<file path="src/hdl/qcsv_pkg.sv">
// Shared types, constants and helpers for the quoted CSV field splitter.
`default_nettype none

package qcsv_pkg;

    localparam logic [7:0] LINE_END      = 8'h0A;
    localparam logic [7:0] SEP_RESET     = 8'h2C;
    localparam logic [7:0] QUOTE_RESET   = 8'h22;
    localparam int         CFG_IDX_W     = 1;
    localparam logic [CFG_IDX_W-1:0] REG_SEPARATOR = 1'd0;
    localparam logic [CFG_IDX_W-1:0] REG_QUOTE     = 1'd1;

    typedef enum logic [1:0] {
        TK_CHAR       = 2'd0,
        TK_FIELD_END  = 2'd1,
        TK_RECORD_END = 2'd2,
        TK_STOP       = 2'd3
    } token_kind_t;

    typedef struct packed {
        token_kind_t kind;
        logic [7:0]  char_value;
        logic        last;
    } result_t;

    // Results produced by one item: zero, one or two.
    typedef struct packed {
        logic [1:0]       count;
        result_t [1:0]    res;
    } push_t;

    function automatic logic [1:0] pos_advance(input logic [1:0] pos);
        begin
            pos_advance = (pos == 2'd3) ? pos : pos + 2'd1;
        end
    endfunction

endpackage

`default_nettype wire

</file>
<file path="src/hdl/quoted_csv_field_splitter.sv">
// Top level of the quoted CSV field splitter: configuration registers and wiring.
//
//   channel | direction | handshake           | payload
//   input   | in        | in_valid / in_stall  | data_byte, end_of_input
//   output  | out       | out_valid / out_stall| token_kind, char_value, last_of_run
//   config  | in        | cfg_write_en         | cfg_index, cfg_data
//
// An item is registered on entry and decided from that register; its results are
// written into the result queue, which drives the output. Each item yields zero to
// two results, and the output port sends one result per cycle while out_stall is low:
// the sustained rate is one item per cycle while items yield at most one result each
// and the receiver does not stall, and the two results of an item leave the output
// one after the other. The four-entry result queue absorbs output stalls; the input
// stalls when it cannot hold another pair. Reset clears the tokenizer state and loads
// comma and double quote.
`default_nettype none

module quoted_csv_field_splitter
(
    input  wire logic                            clk,
    input  wire logic                            rst_n,
    input  wire logic                            in_valid,
    output logic                                 in_stall,
    input  wire logic [7:0]                      data_byte,
    input  wire logic                            end_of_input,
    output logic                                 out_valid,
    input  wire logic                            out_stall,
    output logic [1:0]                           token_kind,
    output logic [7:0]                           char_value,
    output logic                                 last_of_run,
    input  wire logic                            cfg_write_en,
    input  wire logic [qcsv_pkg::CFG_IDX_W-1:0]  cfg_index,
    input  wire logic [7:0]                      cfg_data
);
    import qcsv_pkg::*;

    logic [7:0] separator_reg;
    logic [7:0] quote_reg;
    logic       room;
    push_t      push;

    always_ff @(posedge clk or negedge rst_n)
    begin
        if (!rst_n)
        begin
            separator_reg <= SEP_RESET;
            quote_reg     <= QUOTE_RESET;
        end
        else if (cfg_write_en)
        begin
            case (cfg_index)
                REG_SEPARATOR: separator_reg <= cfg_data;
                REG_QUOTE:     quote_reg     <= cfg_data;
                default:       ;
            endcase
        end
    end

    qcsv_step u_step
    (
        .clk            (clk),
        .rst_n          (rst_n),
        .in_valid       (in_valid),
        .in_stall       (in_stall),
        .data_byte      (data_byte),
        .end_of_input   (end_of_input),
        .separator_char (separator_reg),
        .quote_char     (quote_reg),
        .room           (room),
        .push           (push)
    );

    qcsv_out u_out
    (
        .clk         (clk),
        .rst_n       (rst_n),
        .push        (push),
        .room        (room),
        .out_valid   (out_valid),
        .out_stall   (out_stall),
        .token_kind  (token_kind),
        .char_value  (char_value),
        .last_of_run (last_of_run)
    );

endmodule

`default_nettype wire

</file>
<file path="src/hdl/qcsv_step.sv">
// Input register, tokenizer state and the per-item decision logic.
`default_nettype none

module qcsv_step
(
    input  wire logic             clk,
    input  wire logic             rst_n,
    input  wire logic             in_valid,
    output logic                  in_stall,
    input  wire logic [7:0]       data_byte,
    input  wire logic             end_of_input,
    input  wire logic [7:0]       separator_char,
    input  wire logic [7:0]       quote_char,
    input  wire logic             room,
    output qcsv_pkg::push_t       push
);
    import qcsv_pkg::*;

    logic       item_valid_reg;
    logic [7:0] byte_reg;
    logic       eoi_reg;

    logic       inside_quotes_reg, inside_quotes_next;
    logic       quote_pending_reg, quote_pending_next;
    logic [7:0] previous_byte_reg, previous_byte_next;
    logic [1:0] line_position_reg, line_position_next;
    logic       record_open_reg, record_open_next;
    logic       stopped_reg, stopped_next;

    logic       fire;
    logic [1:0] n;
    result_t    res [2];
    logic       done;

    assign fire     = item_valid_reg && room;
    assign in_stall = item_valid_reg && !room;

    always_comb
    begin
        inside_quotes_next = inside_quotes_reg;
        quote_pending_next = quote_pending_reg;
        previous_byte_next = previous_byte_reg;
        line_position_next = line_position_reg;
        record_open_next   = record_open_reg;
        stopped_next       = stopped_reg;
        n    = 2'd0;
        done = 1'b0;
        res[0] = '{kind: TK_STOP, char_value: 8'h00, last: 1'b0};
        res[1] = '{kind: TK_STOP, char_value: 8'h00, last: 1'b0};

        if (stopped_reg)
        begin
            res[0] = '{kind: TK_STOP, char_value: 8'h00, last: 1'b0};
            n = 2'd1;
        end
        else if (eoi_reg)
        begin
            if (quote_pending_reg)
            begin
                quote_pending_next = 1'b0;
                inside_quotes_next = !inside_quotes_reg;
                line_position_next = pos_advance(line_position_reg);
                previous_byte_next = quote_char;
            end
            if (record_open_reg)
            begin
                res[n[0]] = '{kind: TK_RECORD_END, char_value: 8'h00, last: 1'b0};
                n = n + 2'd1;
                record_open_next = 1'b0;
            end
            res[n[0]] = '{kind: TK_STOP, char_value: 8'h00, last: 1'b0};
            n = n + 2'd1;
            stopped_next = 1'b1;
        end
        else
        begin
            if (quote_pending_reg)
            begin
                quote_pending_next = 1'b0;
                if (inside_quotes_reg && byte_reg == quote_char && byte_reg != LINE_END)
                begin
                    // Doubled quote inside quotes stands for one quote.
                    res[0] = '{kind: TK_CHAR, char_value: quote_char, last: 1'b0};
                    n = 2'd1;
                    line_position_next = pos_advance(pos_advance(line_position_reg));
                    previous_byte_next = quote_char;
                    done = 1'b1;
                end
                else
                begin
                    inside_quotes_next = !inside_quotes_reg;
                    // A quote in mid-field keeps its character as data as well.
                    if (line_position_reg == 2'd3 && previous_byte_reg != separator_char &&
                        byte_reg != LINE_END && byte_reg != separator_char)
                    begin
                        res[0] = '{kind: TK_CHAR, char_value: quote_char, last: 1'b0};
                        n = 2'd1;
                    end
                    line_position_next = pos_advance(line_position_reg);
                    previous_byte_next = quote_char;
                end
            end

            if (!done && !record_open_reg)
            begin
                if (byte_reg == LINE_END)
                begin
                    stopped_next = 1'b1;
                    res[n[0]] = '{kind: TK_STOP, char_value: 8'h00, last: 1'b0};
                    n = n + 2'd1;
                    done = 1'b1;
                end
                else
                begin
                    record_open_next = 1'b1;
                end
            end

            if (!done)
            begin
                if (byte_reg == LINE_END)
                begin
                    if (inside_quotes_next)
                    begin
                        res[n[0]] = '{kind: TK_CHAR, char_value: LINE_END, last: 1'b0};
                    end
                    else
                    begin
                        res[n[0]] = '{kind: TK_RECORD_END, char_value: 8'h00, last: 1'b0};
                        record_open_next = 1'b0;
                    end
                    n = n + 2'd1;
                    line_position_next = 2'd0;
                    previous_byte_next = 8'h00;
                end
                else if (byte_reg == quote_char)
                begin
                    quote_pending_next = 1'b1;
                end
                else if (byte_reg == separator_char && !inside_quotes_next)
                begin
                    res[n[0]] = '{kind: TK_FIELD_END, char_value: 8'h00, last: 1'b0};
                    n = n + 2'd1;
                    line_position_next = pos_advance(line_position_next);
                    previous_byte_next = byte_reg;
                end
                else
                begin
                    res[n[0]] = '{kind: TK_CHAR, char_value: byte_reg, last: 1'b0};
                    n = n + 2'd1;
                    line_position_next = pos_advance(line_position_next);
                    previous_byte_next = byte_reg;
                end
            end
        end

        if (n == 2'd1)
        begin
            res[0].last = 1'b1;
        end
        else if (n == 2'd2)
        begin
            res[1].last = 1'b1;
        end

        push.count = fire ? n : 2'd0;
        push.res   = {res[1], res[0]};
    end

    always_ff @(posedge clk or negedge rst_n)
    begin
        if (!rst_n)
        begin
            item_valid_reg    <= 1'b0;
            inside_quotes_reg <= 1'b0;
            quote_pending_reg <= 1'b0;
            previous_byte_reg <= 8'h00;
            line_position_reg <= 2'd0;
            record_open_reg   <= 1'b0;
            stopped_reg       <= 1'b0;
        end
        else
        begin
            if (!in_stall)
            begin
                item_valid_reg <= in_valid;
            end
            if (fire)
            begin
                inside_quotes_reg <= inside_quotes_next;
                quote_pending_reg <= quote_pending_next;
                previous_byte_reg <= previous_byte_next;
                line_position_reg <= line_position_next;
                record_open_reg   <= record_open_next;
                stopped_reg       <= stopped_next;
            end
        end
    end

    always_ff @(posedge clk)
    begin
        if (in_valid && !in_stall)
        begin
            byte_reg <= data_byte;
            eoi_reg  <= end_of_input;
        end
    end

endmodule

`default_nettype wire

</file>
<file path="src/hdl/qcsv_out.sv">
// Four-entry result queue that takes up to two results per cycle and sends one while out_stall is low.
`default_nettype none

module qcsv_out
(
    input  wire logic              clk,
    input  wire logic              rst_n,
    input  wire qcsv_pkg::push_t   push,
    output logic                   room,
    output logic                   out_valid,
    input  wire logic              out_stall,
    output logic [1:0]             token_kind,
    output logic [7:0]             char_value,
    output logic                   last_of_run
);
    import qcsv_pkg::*;

    result_t    fifo_reg [4];
    logic [1:0] wr_ptr_reg;
    logic [1:0] rd_ptr_reg;
    logic [2:0] count_reg, count_next;
    logic       pop;
    result_t    head;

    assign pop       = out_valid && !out_stall;
    assign out_valid = (count_reg != 3'd0);
    // Room for a full pair of results, judged before this cycle's pop.
    assign room      = (count_reg <= 3'd2);

    assign head        = fifo_reg[rd_ptr_reg];
    assign token_kind  = head.kind;
    assign char_value  = head.char_value;
    assign last_of_run = head.last;

    assign count_next = count_reg + {1'b0, push.count} - {2'b00, pop};

    always_ff @(posedge clk or negedge rst_n)
    begin
        if (!rst_n)
        begin
            wr_ptr_reg <= 2'd0;
            rd_ptr_reg <= 2'd0;
            count_reg  <= 3'd0;
        end
        else
        begin
            wr_ptr_reg <= wr_ptr_reg + push.count;
            if (pop)
            begin
                rd_ptr_reg <= rd_ptr_reg + 2'd1;
            end
            count_reg <= count_next;
        end
    end

    always_ff @(posedge clk)
    begin
        if (push.count != 2'd0)
        begin
            fifo_reg[wr_ptr_reg] <= push.res[0];
        end
        if (push.count == 2'd2)
        begin
            fifo_reg[wr_ptr_reg + 2'd1] <= push.res[1];
        end
    end

endmodule

`default_nettype wire

</file>
<file path="config.mk">
export PLATFORM = sky130hd
export DESIGN_NAME = quoted_csv_field_splitter
export DESIGN_NICKNAME = d
export VERILOG_FILES = /design/src/hdl/qcsv_pkg.sv /design/src/hdl/quoted_csv_field_splitter.sv /design/src/hdl/qcsv_step.sv /design/src/hdl/qcsv_out.sv
export SDC_FILE = /design/constraint.sdc
export NUM_CORES = 1
export LEC_CHECK = 0
export ABC_AREA = 1
export BUFFER_PORTS_ARGS = -buffer_cell sky130_fd_sc_hd__buf_2
export CORE_MARGIN = 3
export CORE_UTILIZATION = 50
export DETAILED_ROUTE_END_ITERATION = 10
export GPL_TIMING_DRIVEN = 0
export PLACE_DENSITY = 0.68
export SLEW_MARGIN = 0
export SYNTH_ARGS = -nofsm -noshare
export SYNTH_HDL_FRONTEND = slang
export SYNTH_SLANG_ARGS = --single-unit
</file>
<file path="constraint.sdc">
create_clock -name clk -period 4.8 [get_ports clk]
set_input_delay 0.96 -clock clk [delete_from_list [all_inputs] [get_ports clk]]
set_output_delay 0.96 -clock clk [all_outputs]
set_load 0.02 [all_outputs]
</file>
==> key figures <==
Global routing
  • Overflow after GRT: 0
  • Vias in the first global route: 4939
  • First-pass GRT wire length: 24200 µm
  • GRT Total Usage: 23.8%
  • Largest net degree at the start of global routing: 39
  • Antenna violations before repair: 0

Floorplan
  • Core area: 0.0110 mm²
  • Initial Util: 51.7%
  • Die area: 0.0127 mm²
  • Row cnt: 38
  • Die width: 113 µm
  • Die Ht: 113 µm
  • Num ports: 36

Critical path
  • Crit-path slowest cell: edfxtp_1
  • CP Capture Type: register
  • Req. time, crit path: 5.04 ns
  • Critical-path cell list: inv_1 > nand4_1 > nor2_4 > nor2_1 > nand3_1 > nand2_2 > inv_1 > nor2_2 > ha_1 > nand2_4 > nand2_4 > buf_8 > ha_1 > nand2_1 > nand4_1 > nand2_1 > ha_1 > inv_1 > ha_1 > fa_1 > xnor2_1
  • CP max FO: 10
  • Critical Path AT: 4.38 ns
  • Setup Crit Path Kind: reg -> reg
  • Cell with the most instances on the worst path: ha_1
  • CP startpoint kind: register
  • CP max stage delay: 0.51 ns

Placed design
  • RePlAce Congestion: 0.916
  • Detailed placement HPWL: 11100 µm
  • I/O Buffers: 35

Synthesis
  • Yosys reg bits: 91
  • Cell Area, Synth: 0.00568 mm²
  • EDFF count, synth: 53
  • Synth area leaders: edfxtp_1 28%, dfrtp_1 15%, nand2_1 14%
  • Main synth FF type: edfxtp_1
  • Synthesized area per cell: 7.89 µm²
  • Post-synthesis async set-or-reset flop share: 41.8%
  • Synth cell types: 44
  • Top cell type's share of synthesized area: 28.0%
  • Total nets after synthesis: 750
  • Synth Warn #: 0
  • Most frequent cell after synthesis: nand2_1
  • Synth cell count leaders: 214 x nand2_1, 72 x o21ai_0, 67 x inv_1
  • Gate count after technology mapping: 720
  • Post-synth top area cell: edfxtp_1
  • Post-synthesis sequential area ratio: 44.9%

Cells and area
  • # fillers: 970
  • Nets: 796
  • Layout area overhead: 11.8%
  • # diodes: 0
  • Layout cells sized above 1: 13.1%
  • Max FFs per register: 44
  • Utilization after layout: 57.8%

Routing
  • Antenna-violating nets left: 0
  • WL final: 14400 µm
  • DRC: 0
  • DR WL/cell: 15.8 µm
  • Vias: 4990
  • DR pass1 iterations: 6
  • DR vias/cell: 5.48
  • DRT iter0 DRCs: 403

Min path
  • HP Class: reg -> reg

STA
  • Final slew viol count: 0
  • RSZ-0062 raised after global routing: false
  • Final setup fails: 0
  • Fmax: 0.241 GHz
  • Slew headroom: 39.7%
  • Setup Skew: 0.00820 ns
  • Setup TNS: 0 ns
  • Worst-margin pin slew: 0.905 ns
  • Tmin final: 4.14 ns
  • Fin. Hold Viols: 0
  • Share of the clock period used by the worst path: 86.3%

Run status
  • Status: complete, no violations

Power and ir drop
  • Pwr Density: 489 mW/mm²
  • Max IR drop VDD: 331 µV
  • Leak Pwr: 0.00288 µW

Clock network
  • Clk_lat worst skew: 0.36 ns
  • Setup bufs post-CTS: 0
  • Sink Count: 91
  • CTS resizes: 0
  • CTS root buffer: clkbuf_16
  • Reg clk slew, reported paths: 0.06 ns
  • CTS Hold Bufs: 0
  • CTS tree: yes
  • Inserted Clock Buffers: 9
  • Clock tree buffer depth: 2
  • Htree depth: 3

Run
  • Max Cap Violations: 0
cells in the final DEF (no fill, tap or decap), types with 4 or more instances in the layout:
cell type  count
edfxtp_1      53
o22ai_1       11
clkbuf_16      9
nor3_1         6
nand3_1       57
nand4_1        6
dfrtp_1       33
inv_2          9
inv_1         67
nor2_1        57
o21ai_1        4
dfstp_2        5
o21ai_0       72
xnor2_1       16
a21oi_1       26
buf_2         36
nand2_4        8
buf_6          8
ha_1           6
nor4_1         4
nand2_1      214
clkbuf_1      17
cells by family (layout without fill, tap and decap cells):
logic type                 after synthesis  after routing  share of synthesized area, %
and+or+nand+nor                        372            372                          30.3
xor gates and xnor gates                19             19                          2.93
adders and majority gates                7              7                          1.67
DFF                                     91             91                          44.9
buffers and inverters                  105            156                          8.26
AOI/OAI and AO/OA                      126            126                          12.0
metal layers:
layer | vias up | GRT usage, % | routed length, µm
li1 | 2478 | - | -
met3 | 30 | 4.64 | 713
met5 | - | 0 | 0
met4 | 0 | 9.94 | 289
met1 | 2333 | 29.7 | 6290
met2 | 149 | 40.6 | 7120
stage by stage:
stage	power [µW]	cell area [µm²]	setup slack, ns	cells	hold WS [ns]
after floorplan	2000	5680	1.15	720	0.484
after global placement	2300	6030	0.709	895	0.501
after detailed placement	2340	6030	0.681	895	0.507
after CTS	3110	6350	0.663	911	0.518
after global routing	3320	6350	0.386	911	0.549
final	3100	6350	0.658	911	0.517
where the power goes:
part | total [µW] | internal (µW) | switching, µW | leakage, µW
Clock | 771 | 471 | 300 | 0.000157
Combinational | 1150 | 373 | 777 | 0.00183
Sequential | 1180 | 1040 | 141 | 0.000900
layout make-up:
cell class / count / area, µm² / area share [%]
clock inverters: 4 / 73.8 / 1.16
multi-input cells: 524 / 2660 / 41.9
inverters: 80 / 303 / 4.77
flip-flops and latches: 91 / 2550 / 40.1
plain buffers: 25 / 166 / 2.62
clock buffers: 12 / 246 / 3.88
repair buffers: 35 / 175 / 2.76
well taps: 140 / 175 / 2.76
final timing paths:
path                               startpoint             endpoint  slack, ns  cells past startpoint
min reg2reg                      quote_reg[5]         quote_reg[5]       0.52                      2
min in group asynchronous               rst_n  u_out.rd_ptr_reg[1]       0.72                      1
max                        u_step.byte_reg[6]   u_out.count_reg[2]       0.66                     21
max in group asynchronous               rst_n  u_out.wr_ptr_reg[1]       3.49                      1
min                              quote_reg[5]         quote_reg[5]       0.52                      2
max reg2reg                u_step.byte_reg[6]   u_out.count_reg[2]       0.66                     21
worst max-delay path: cells and delay by family, from the launching register on:
kind                     cells  cell delay (ns)
XOR/XNOR                     1             0.14
adder cells (fa/ha/maj)      5             1.47
buffers and inverters        4             0.53
flip-flops                   1             0.51
AND/OR/NAND/NOR             11             1.37
(Power assumes the default switching activity.)
